<file path="config.mk">
export PLATFORM = sky130hd
export DESIGN_NAME = freed_buffer_reuse_cache_unit
export DESIGN_NICKNAME = d
export VERILOG_FILES = /design/src/rtl/fbrc_pkg.sv /design/src/rtl/fbrc_ctrl.sv /design/src/rtl/fbrc_datapath.sv /design/src/rtl/freed_buffer_reuse_cache_unit.sv
export VERILOG_INCLUDE_DIRS = /design/src /design/src/rtl
export SDC_FILE = /design/constraint.sdc
export NUM_CORES = 2
export LEC_CHECK = 0
export ABC_CLOCK_PERIOD_IN_PS = 18900
export BUFFER_PORTS_ARGS = -buffer_cell sky130_fd_sc_hd__clkbuf_2
export CAP_MARGIN = 20
export CORE_ASPECT_RATIO = 0.8
export CORE_MARGIN = 3
export CORE_UTILIZATION = 60
export CTS_CLUSTER_DIAMETER = 200
export DETAILED_ROUTE_END_ITERATION = 6
export HOLD_SLACK_MARGIN = 0.12
export PLACE_DENSITY = 0.86
export SETUP_SLACK_MARGIN = 0.5
export SLEW_MARGIN = 0
export SYNTH_ARGS = -nofsm -noshare
export SYNTH_HDL_FRONTEND = slang
export SYNTH_SLANG_ARGS = --single-unit
</file>
<file path="constraint.sdc">
create_clock -name clk -period 18.9 [get_ports clk]
set_input_delay 3.78 -clock clk [delete_from_list [all_inputs] [get_ports clk]]
set_output_delay 3.78 -clock clk [all_outputs]
set_load 0.01 [all_outputs]
</file>
<file path="src/rtl/freed_buffer_reuse_cache_unit_assert.svh">
// assertion macros for the freed buffer reuse cache
// used by the controller and datapath modules; expects clk and arst_n in scope
`ifndef FREED_BUFFER_REUSE_CACHE_UNIT_ASSERT_SVH
`define FREED_BUFFER_REUSE_CACHE_UNIT_ASSERT_SVH
`ifndef SYNTH
`define FBRC_ASSERT_IMPL(name, ante, cons) \
	name: assert property (@(posedge clk) disable iff (!arst_n) (ante) |-> (cons)) \
		else $error("fbrc assertion failed");
`define FBRC_ASSERT_NEXT(name, ante, cons) \
	name: assert property (@(posedge clk) disable iff (!arst_n) (ante) |=> (cons)) \
		else $error("fbrc assertion failed");
`else
`define FBRC_ASSERT_IMPL(name, ante, cons)
`define FBRC_ASSERT_NEXT(name, ante, cons)
`endif
`endif

</file>
<file path="src/rtl/fbrc_pkg.sv">
// shared types and constants for the freed buffer reuse cache
// no dependencies
package fbrc_pkg;

	localparam int SIZE_W   = 48;
	localparam int ALIGN_W  = 5;
	localparam int IOADDR_W = 48;
	localparam int CFG_W    = 48;
	localparam int SLOTCFG_W = 5;

	localparam logic [SIZE_W-1:0]    MAX_SIZE_RST   = '1;
	localparam logic [SLOTCFG_W-1:0] SLOT_COUNT_RST = 5'd16;

	localparam logic REG_MAX_SIZE   = 1'b0;
	localparam logic REG_SLOT_COUNT = 1'b1;

	typedef enum logic {
		ACT_GET    = 1'b0,
		ACT_RETAIN = 1'b1
	} action_t;

	typedef enum logic [1:0] {
		ST_MISS   = 2'd0,
		ST_HIT    = 2'd1,
		ST_STORED = 2'd2,
		ST_EVICT  = 2'd3
	} status_t;

	typedef struct packed {
		action_t               action;
		logic [SIZE_W-1:0]     size_bytes;
		logic [ALIGN_W-1:0]    align_log2;
		logic [IOADDR_W-1:0]   buffer_address;
	} req_t;

	typedef struct packed {
		status_t               status;
		logic [IOADDR_W-1:0]   address_out;
	} rsp_t;

	typedef struct packed {
		logic load;
		logic compare;
		logic pick;
		logic update;
	} cmd_t;

endpackage

</file>
<file path="src/rtl/fbrc_ctrl.sv">
// sequencing state machine for the freed buffer reuse cache
// depends on fbrc_pkg and freed_buffer_reuse_cache_unit_assert.svh
`include "freed_buffer_reuse_cache_unit_assert.svh"

module fbrc_ctrl (
	input  logic          clk,
	input  logic          arst_n,
	input  logic          start,
	output logic          busy,
	output logic          done,
	output fbrc_pkg::cmd_t cmd
);

	typedef enum logic [3:0] {
		S_IDLE = 4'b0001,
		S_CMP  = 4'b0010,
		S_PICK = 4'b0100,
		S_UPD  = 4'b1000
	} state_t;

	state_t state_q, state_d;
	logic   done_q;

	always_comb begin
		state_d = state_q;
		case (state_q)
			S_IDLE: if (start) state_d = S_CMP;
			S_CMP:  state_d = S_PICK;
			S_PICK: state_d = S_UPD;
			S_UPD:  state_d = S_IDLE;
			default: state_d = S_IDLE;
		endcase
	end

	always_ff @(posedge clk or negedge arst_n) begin
		if (!arst_n) begin
			state_q <= S_IDLE;
			done_q  <= 1'b0;
		end else begin
			state_q <= state_d;
			done_q  <= (state_q == S_UPD);
		end
	end

	assign busy        = (state_q != S_IDLE);
	assign done        = done_q;
	assign cmd.load    = (state_q == S_IDLE) && start;
	assign cmd.compare = (state_q == S_CMP);
	assign cmd.pick    = (state_q == S_PICK);
	assign cmd.update  = (state_q == S_UPD);

	`FBRC_ASSERT_NEXT(a_accept_to_cmp, start && (state_q == S_IDLE), state_q == S_CMP)
	`FBRC_ASSERT_NEXT(a_upd_gives_done, state_q == S_UPD, done_q)
	`FBRC_ASSERT_IMPL(a_done_when_idle, done_q, state_q == S_IDLE)

endmodule

</file>
<file path="src/rtl/fbrc_datapath.sv">
// entry register file, compare, select and update logic of the freed buffer reuse cache
// depends on fbrc_pkg and freed_buffer_reuse_cache_unit_assert.svh
`include "freed_buffer_reuse_cache_unit_assert.svh"

module fbrc_datapath #(
	parameter int SLOTS     = 16,
	parameter int ADDR_BITS = 48
) (
	input  logic                         clk,
	input  logic                         arst_n,
	input  fbrc_pkg::cmd_t               cmd,
	input  fbrc_pkg::req_t               req,
	input  logic                         wr_en,
	input  logic                         wr_index,
	input  logic [fbrc_pkg::CFG_W-1:0]   wr_data,
	output fbrc_pkg::rsp_t               rsp
);

	localparam int CW  = $clog2(SLOTS + 1);
	localparam int CPW = (CW > fbrc_pkg::SLOTCFG_W) ? CW : fbrc_pkg::SLOTCFG_W;

	logic [fbrc_pkg::SIZE_W-1:0]    max_size_q;
	logic [fbrc_pkg::SLOTCFG_W-1:0] slot_count_q;
	logic [CW-1:0]                  count_q;

	logic [fbrc_pkg::SIZE_W-1:0] size_q [SLOTS];
	logic [ADDR_BITS-1:0]        addr_q [SLOTS];

	fbrc_pkg::req_t       req_q;
	logic [SLOTS-1:0]     vec_s1;
	logic                 evict_s1;
	logic [SLOTS-1:0]     ge_s2;
	logic                 any_s2;
	logic [ADDR_BITS-1:0] sel_addr_s2;
	fbrc_pkg::rsp_t       rsp_q;

	logic [CPW-1:0]       sc_ext;
	logic [CW-1:0]        cap;
	logic                 evict;
	logic                 in_range;
	logic [31:0]          amask;
	logic [SLOTS-1:0]     vec_d;
	logic [SLOTS-1:0]     first;
	logic [ADDR_BITS-1:0] sel_addr;

	// effective capacity clamped to 1..SLOTS
	always_comb begin
		sc_ext = CPW'(slot_count_q);
		if (slot_count_q == '0)
			cap = CW'(1);
		else if (sc_ext > CPW'(SLOTS))
			cap = CW'(SLOTS);
		else
			cap = CW'(sc_ext);
	end

	assign evict    = (count_q >= cap) && (count_q != '0);
	assign in_range = (req_q.size_bytes <= max_size_q);
	assign amask    = (32'd1 << req_q.align_log2) - 32'd1;

	// compare stage
	always_comb begin
		for (int i = 0; i < SLOTS; i++) begin
			if (req_q.action == fbrc_pkg::ACT_GET)
				vec_d[i] = (CW'(i) < count_q) && in_range
					&& (size_q[i] == req_q.size_bytes)
					&& ((addr_q[i][31:0] & amask) == 32'd0);
			else
				vec_d[i] = evict && (count_q == CW'(i + 1));
		end
	end

	// select stage: lowest set bit, the newest match for a get or the oldest entry on eviction
	always_comb begin
		first    = vec_s1 & (~vec_s1 + SLOTS'(1));
		sel_addr = '0;
		for (int i = 0; i < SLOTS; i++) begin
			if (first[i])
				sel_addr = sel_addr | addr_q[i];
		end
	end

	always_ff @(posedge clk) begin
		if (cmd.load)
			req_q <= req;
		if (cmd.compare) begin
			vec_s1   <= vec_d;
			evict_s1 <= evict;
		end
		if (cmd.pick) begin
			ge_s2       <= ~(first - SLOTS'(1));
			any_s2      <= |vec_s1;
			sel_addr_s2 <= sel_addr;
		end
	end

	// entry shifting
	always_ff @(posedge clk) begin
		if (cmd.update) begin
			if (req_q.action == fbrc_pkg::ACT_RETAIN) begin
				size_q[0] <= req_q.size_bytes;
				addr_q[0] <= ADDR_BITS'(req_q.buffer_address);
				for (int i = 1; i < SLOTS; i++) begin
					size_q[i] <= size_q[i-1];
					addr_q[i] <= addr_q[i-1];
				end
			end else if (any_s2) begin
				for (int i = 0; i < SLOTS - 1; i++) begin
					if (ge_s2[i]) begin
						size_q[i] <= size_q[i+1];
						addr_q[i] <= addr_q[i+1];
					end
				end
			end
		end
	end

	always_ff @(posedge clk or negedge arst_n) begin
		if (!arst_n) begin
			max_size_q   <= fbrc_pkg::MAX_SIZE_RST;
			slot_count_q <= fbrc_pkg::SLOT_COUNT_RST;
			count_q      <= '0;
		end else begin
			if (wr_en) begin
				case (wr_index)
					fbrc_pkg::REG_MAX_SIZE:
						max_size_q <= fbrc_pkg::SIZE_W'(wr_data);
					fbrc_pkg::REG_SLOT_COUNT:
						slot_count_q <= wr_data[fbrc_pkg::SLOTCFG_W-1:0];
					default: ;
				endcase
			end
			if (cmd.update) begin
				if (req_q.action == fbrc_pkg::ACT_RETAIN) begin
					if (!evict_s1)
						count_q <= count_q + CW'(1);
				end else if (any_s2) begin
					count_q <= count_q - CW'(1);
				end
			end
		end
	end

	always_ff @(posedge clk) begin
		if (cmd.update) begin
			if (req_q.action == fbrc_pkg::ACT_RETAIN) begin
				rsp_q.status      <= evict_s1 ? fbrc_pkg::ST_EVICT : fbrc_pkg::ST_STORED;
				rsp_q.address_out <= evict_s1 ? fbrc_pkg::IOADDR_W'(sel_addr_s2) : '0;
			end else begin
				rsp_q.status      <= any_s2 ? fbrc_pkg::ST_HIT : fbrc_pkg::ST_MISS;
				rsp_q.address_out <= any_s2 ? fbrc_pkg::IOADDR_W'(sel_addr_s2) : '0;
			end
		end
	end

	assign rsp = rsp_q;

	`FBRC_ASSERT_IMPL(a_count_bound, 1'b1, count_q <= CW'(SLOTS))
	`FBRC_ASSERT_IMPL(a_hit_needs_entry, cmd.update && any_s2, count_q != '0)
	`FBRC_ASSERT_IMPL(a_one_selected, cmd.pick, $onehot0(first))

endmodule

</file>
<file path="src/rtl/freed_buffer_reuse_cache_unit.sv">
// top level of the freed buffer reuse cache
// depends on fbrc_pkg, fbrc_ctrl and fbrc_datapath
//
// A transaction is accepted on a clock edge with start high and busy low. Each
// transaction passes through compare of all entries, selection of the newest
// match (or of the oldest entry for eviction), and the shift update of the entry
// register file, then the result shows on rsp with done high for exactly one cycle.
// The receiver cannot stall, so the result must be taken in that cycle. A
// new transaction may be accepted in the same cycle that a result is shown,
// but not while busy is high. No clearing pass follows reset; configuration
// writes on wr_en take effect at once and are expected only while busy is low.
module freed_buffer_reuse_cache_unit #(
	parameter int SLOTS     = 16,
	parameter int ADDR_BITS = 48
) (
	input  logic                        clk,
	input  logic                        arst_n,
	input  logic                        start,
	output logic                        busy,
	input  fbrc_pkg::req_t              req,
	output logic                        done,
	output fbrc_pkg::rsp_t              rsp,
	input  logic                        wr_en,
	input  logic                        wr_index,
	input  logic [fbrc_pkg::CFG_W-1:0]  wr_data
);

	fbrc_pkg::cmd_t cmd;

	fbrc_ctrl u_ctrl (
		.clk    (clk),
		.arst_n (arst_n),
		.start  (start),
		.busy   (busy),
		.done   (done),
		.cmd    (cmd)
	);

	fbrc_datapath #(
		.SLOTS     (SLOTS),
		.ADDR_BITS (ADDR_BITS)
	) u_datapath (
		.clk      (clk),
		.arst_n   (arst_n),
		.cmd      (cmd),
		.req      (req),
		.wr_en    (wr_en),
		.wr_index (wr_index),
		.wr_data  (wr_data),
		.rsp      (rsp)
	);

endmodule

</file>
## Word-level counts from Yosys, hierarchy flattened

Memories as Yosys holds them, arrays and structs flattened.
Cells that the tools add are included.

- Flip-flop bits (word level): 296
- Bits in writable memories: 1536
- Output and inout port bits: 52
- Word-level logic and storage cells: 388
- Memories kept: 2

Memory list:

| memory | words | bits a word | rd ports | clocked after Yosys merged registers in | wr ports | line | text |
|---|---|---|---|---|---|---|---|
| u_datapath.addr_q | 16 | 48 | 16 | 0 | 16 | fbrc_datapath.sv:27 | `logic [ADDR_BITS-1:0] addr_q [SLOTS];` |
| u_datapath.size_q | 16 | 48 | 16 | 0 | 16 | fbrc_datapath.sv:26 | `logic [fbrc_pkg::SIZE_W-1:0] size_q [SLOTS];` |

- Add/subtract/negate cells: 5
- Order comparisons: 19
- Eq/ne operators: 39
- Shift-type cells: 1
- Mux-type cells: 152
- Bitwise logic cells: 65
- Reduce and logical (&&, ||, !) cells: 89

Operator list:

| operator | count |
|---|---|
| 2-to-1 mux 48 bit | 48 |
| equality test 48 bit | 16 |
| OR 48 bit | 15 |
| AND 32 bit | 16 |
| logical NOT 32 bit | 16 |
| 2-to-1 mux 1 bit | 96 |
| logical AND 1 bit | 66 |
| 2-to-1 mux 50 bit | 1 |
| <= comparator 48 bit | 1 |
| equality test 5 x 4 -> 1 bit, second input constant | 8 |
| < comparator 4 x 5 -> 1 bit, first input constant | 8 |
| left shift 1 x 5 -> 32 bit, first input constant | 1 |
| subtractor 32 x 1 -> 32 bit, second input constant | 1 |
| OR 1 bit | 30 |
| 2-to-1 mux 5 bit | 5 |
| equality test 5 x 3 -> 1 bit, second input constant | 4 |
| < comparator 3 x 5 -> 1 bit, first input constant | 4 |
| adder 16 x 1 -> 16 bit, second input constant | 1 |
| AND 16 bit | 1 |
| inverter 16 bit | 1 |
| OR reduction 16 bit | 1 |
| inverter 15 bit | 1 |
| subtractor 15 x 1 -> 15 bit, second input constant | 1 |
| case mux 4 bit (3 select lines) | 1 |
| 22 further kinds | 27 |

## Depth between registers and ports, before layout

- Depth after elaboration: 34
- Gate-level depth with buffers: 16
- Mapped depth without buffers: 11

## By module

From an unflattened synthesis, not the netlist that was laid out.

- Cell total of the unflattened synthesis: 7818
- Area total of the unflattened synthesis: 93638.6 sq um

Modules (own cells, without submodules):

| module | instances | cells an instance | area each (sq um) | sequential area each (sq um) |
|---|---|---|---|---|
| fbrc_datapath | 1 | 7797 | 93402.1 | 54633.6 |
| fbrc_ctrl | 1 | 21 | 236.5 | 126.4 |

## Worst setup path before layout

No wires, ideal clock.

- Path type: reg2reg
- Start: reg u_ctrl.state_q[3]
- End: mem u_datapath.addr_q[15][0], enable pin
- Arrival time: 9.895 ns
- Setup slack: 8.507 ns
- Cell stages (with the launch flop): 6
- Path buffers: 2
- Cells stage by stage: dfrtp_1 nor4b_1 nand2_1 clkinv_1 clkbuf_1 clkbuf_1

RTL lines:

| item | line | text |
|---|---|---|
| start, declared | fbrc_ctrl.sv:21 | `state_t state_q, state_d;` |
| start signal, assigned | fbrc_ctrl.sv:40 | `state_q <= state_d;` |
| end, declared | fbrc_datapath.sv:27 |  |

## Final worst setup path

- Start: reg u_ctrl.state_q[0]
- End: out busy

- Cells in the longest elaborated chain, start to end: 1

Ends and longest elaborated chain:

| item | line | text |
|---|---|---|
| inequality test 4 x 1 -> 1 bit | fbrc_ctrl.sv:45 | `assign busy = (state_q != S_IDLE);` |
| end, declared | freed_buffer_reuse_cache_unit.sv:19 | `output logic busy,` |

Every way passes these cells.

==> results.txt <==
- The run finished, with violations left.
- The final reports fail on DRC.
* Clk Tree Root Cell: clkbuf_16
- The detail route stage leaves a number of antenna-violating nets equal to 0.
- In this run, post-CTS repair resized a total of 0 instances.
- Post-synthesis average cell area: 12.4 um2
- Clock slew seen by the registers of the worst setup and hold paths: 0.06 ns
- Critical Path End Type: output port
* Arrival time worst endpoint: 2.29 ns
* Overall track demand over capacity in global routing: 44.8%
- Counting the buffers created by CTS gives between 150 and 200.
* Highest Clock Rate: 165 MHz
- Routed via count: 70544
* Number of non-filler instances in the completed layout: roughly 9700
- Number of nets in the synthesized netlist: 7639
* CTS tree: yes
- The smallest clock period supported by the final layout is computed as 6.07 ns.
- Setup violations, final: 0
- Slowest library cell on the worst path: or4b_2
- The number of pins with negative max-slew slack in the final report was 0.
* Number of placement rows: 127
* Post-Layout Inst Area: 0.101 mm2
- For the final routed database, the setup TNS stands at 0 ns.
- The analysis attributes to cell leakage a power of between 30 and 40 nW.
- Detailed-route wire length per cell: 37.5 um
- Yosys top cell by area: edfxtp_1
- Maximum Capacitance Violations: 0
- H-tree depth: 4
- Area added between synthesis and finish: 9.88%
- For this run, the number of Yosys warnings is 0.
- On the worst path, the slowest cell contributes a delay of 0.68 ns.
- Max-slew headroom: 16.4%
* Fraction of the yosys area taken by sequential cells: 59.5%
* Global route total overflow: 0
- Initial DRC Count: 14731
- After detailed placement, the design holds a cell count of 9311.
- From left edge to right edge, the die measures 444 um.
- Share of layout cells above drive strength 1: 22.0%
- By area the synthesized netlist is led by edfxtp_1 58%, mux2_2 12%, nand2_1 6.9%.
* Syn Inst Count: between 7000 and 8000
- Initial DRT Pass Iterations: 7
* Final HPWL DP: 261000 um
- For this run, global-route usage on met1 was measured as about two thirds.
* Area fraction of the dominant cell type after synthesis: 57.7%
* PD cells: 101 mW/mm2
- Final weighted congestion in routability-driven placement: about 1.1
- Sink Count: 1832
- Along the worst path, the maximum fanout reaches 6.
- Wire length reported by the detailed router: roughly 360000 um
* Core Region: 0.151 mm2
* Critical Path RT: 15.12 ns
* RSZ-0062 raised after global routing: no
- Clock latency on the worst-skew pair, taken at its later pin, is 0.85 ns.
- Portion of the clock cycle consumed by the worst path in the final layout: approximately 32%
- The via count of the first global-routing pass is 64487.
- For this run, the leading register cell type out of synthesis is edfxtp_1.
- Total setup buffers inserted after CTS: 0
* # port buffers: 206
- The die covers between 0.15 and 0.2 mm2.
- Yosys mapped a number of flops with a built-in enable equal to approximately 1800.
* Final nets: around 7700
- Overall power consumption after layout is estimated at slightly above 0.01 W.
- Once the floorplan was initialized, standard cells occupied ~61% of the core.
- Hold buffers post-CTS: 0
- The critical path goes through or4b_2 > clkbuf_2.
- Vert. Die Dim: 356 um
* Post-synthesis cell type count: just over 80
* Placement Cell Area: 0.0952 mm2
* Via/cell ratio: approximately 7.3
* I/O Pins: slightly above 200
- Worst Skew: 0.0277 ns
* Worst-case clock buffer depth: 3
* Maximum number of pins on one net before global-route repair: 223
* Met2 track utilization from global routing: a little under three fifths
- Antenna violations before repair: 22
- The first global-routing pass estimated ~500000 um of wire.
* Ys async rst share: 3.44%
* Post-route DRC: 88
- Counting flops and latches in the post-synthesis netlist gives 1832.
* Element type at the critical path start: flop
- Crit path kind: reg2out
- Hold Vio Cnt, Final: 0
- Slew of the pin with the lowest slew margin: between 1 and 1.5 ns
* Cell area after synthesis: between 0.09 and 0.1 mm2
* Worst voltage drop across the vdd grid: 0.0760 mV
- Grt met3 use: ~22%
* Global-route layer with the greatest usage: met1
- Classification of the worst-slack hold path: reg2reg
==> cells in the mapped netlist (all sizes together) (9+ instances only) <==
library cell     n
a221o           54
or2             13
clkbuf         355
nand3           86
dfrtp           13
a21o            16
a22o           101
a222oi          74
edfxtp        1769
or3              9
a221oi         170
a21oi           71
a2111oi         59
o22ai           31
o2bb2ai         31
nand2         1695
inv            147
nor4b            9
nand4          123
a22oi          104
and2            10
dfstp           50
a211oi          14
nor2           101
o2111ai         15
o21ai          137
or4             12
and3            11
nand2b          32
nor2b           96
xor2           430
o21a            16
ha              59
mux2           945
nor4           122
xnor2          201
buf            123
nor3            18
==> through the flow <==
stage          hold slack [ns]  setup slack, ns  utilization (%)
2_1_floorplan            0.421             8.51                -
3_3_place_gp             0.434            13.06             63.0
3_5_place_dp             0.432            12.98             63.0
4_1_cts                  0.458            12.80             66.9
5_1_grt                  0.464            12.78             66.9
6_report                 0.464            12.83             66.9
==> critical path, delay by kind of cell, from the launching register on <==
family | cells | cell delay [ns]
buffers and inverters | 1 | 0.17
flip-flops | 1 | 0.60
AND/OR/NAND/NOR | 1 | 0.68
==> flip-flops by register name (all words and copies together) (netlist names) <==
signal and count:
u_ctrl.done 1, u_ctrl.state_q 4, u_datapath.addr_q 768, u_datapath.any_s2 1, u_datapath.count_q 5, u_datapath.evict_s1 1, u_datapath.ge_s2 15, u_datapath.max_size_q 48
u_datapath.req_q 102, u_datapath.rsp 50, u_datapath.sc_ext 5, u_datapath.sel_addr_s2 48, u_datapath.size_q 768, u_datapath.vec_s1 16
==> worst paths after layout <==
path	startpoint	endpoint	slack [ns]	cells past startpoint
worst min register to register	u_datapath.size_q[0][708]	u_datapath.size_q[0][756]	0.46	0
worst min-delay path	u_datapath.size_q[0][708]	u_datapath.size_q[0][756]	0.46	0
worst max register to register	u_datapath.req_q[50]	u_datapath.vec_s1[14]	13.26	13
min in group asynchronous	arst_n	u_datapath.sc_ext[3]	3.24	2
worst max-delay path	u_ctrl.state_q[0]	busy	12.83	2
max in group asynchronous	arst_n	u_ctrl.state_q[3]	14.99	2
==> area by class of cell <==
class                      count  area, um2
timing repair buffer         367       2270
multi-input combinational   4964      35200
clock inverter               109        912
inverter                     151        574
tap                         1999       2500
antenna                       15       37.5
clock buffer                 224       4880
fill                       10855      50000
sequential                  1832      54800
==> metal layers <==
metal  vias to the layer above  share of wire [%]
met5                         -              0.017
met4                        10                4.6
met3                       860                 20
met2                      6853                 38
met1                     34986                 37
li1                      27835                  -
==> cells in the final DEF, fill, tap and decap left out, types with 31 or more instances in the layout <==
cell | netlist | routed
nor2b_1 | 96 | 94
a22oi_1 | 104 | 104
o21ai_0 | 134 | 134
a221o_1 | 54 | 54
dfstp_2 | 50 | 50
nand2b_1 | 32 | 32
clkbuf_2 | 0 | 205
a222oi_1 | 74 | 74
clkinv_1 | 4 | 51
a21oi_1 | 71 | 71
nand2_1 | 1695 | 1674
o2bb2ai_1 | 31 | 31
xnor2_1 | 201 | 201
xor2_1 | 430 | 430
clkbuf_16 | 0 | 188
clkbuf_1 | 355 | 32
ha_1 | 59 | 59
nand4_1 | 123 | 123
edfxtp_1 | 1769 | 1769
mux2_2 | 945 | 945
nor4_1 | 120 | 119
a221oi_1 | 170 | 170
o22ai_1 | 31 | 31
a22o_1 | 101 | 101
a2111oi_0 | 57 | 56
buf_4 | 3 | 158
nand3_1 | 86 | 86
nor2_1 | 100 | 91
inv_1 | 146 | 146
==> cells by family after synthesis <==
logic type / after synthesis / synth area share, %
xor gates and xnor gates: 631 / 6.01
muxes: 948 / 11.6
DFF: 1832 / 59.5
adders and majority gates: 60 / 0.813
AOI/OAI and AO/OA: 967 / 8.26
buffers and inverters: 629 / 2.67
and+or+nand+nor: 2358 / 11.1
==> power breakdown <==
group | leakage [nW] | switching, W | total (W) | internal [W]
clock network | 2.82 | 0.00163 | 0.00364 | 0.00201
logic | 16.8 | 0.00133 | 0.00181 | 0.000484
registers | 16.6 | 0.000112 | 0.00471 | 0.00460
(Power assumes the default switching activity.)
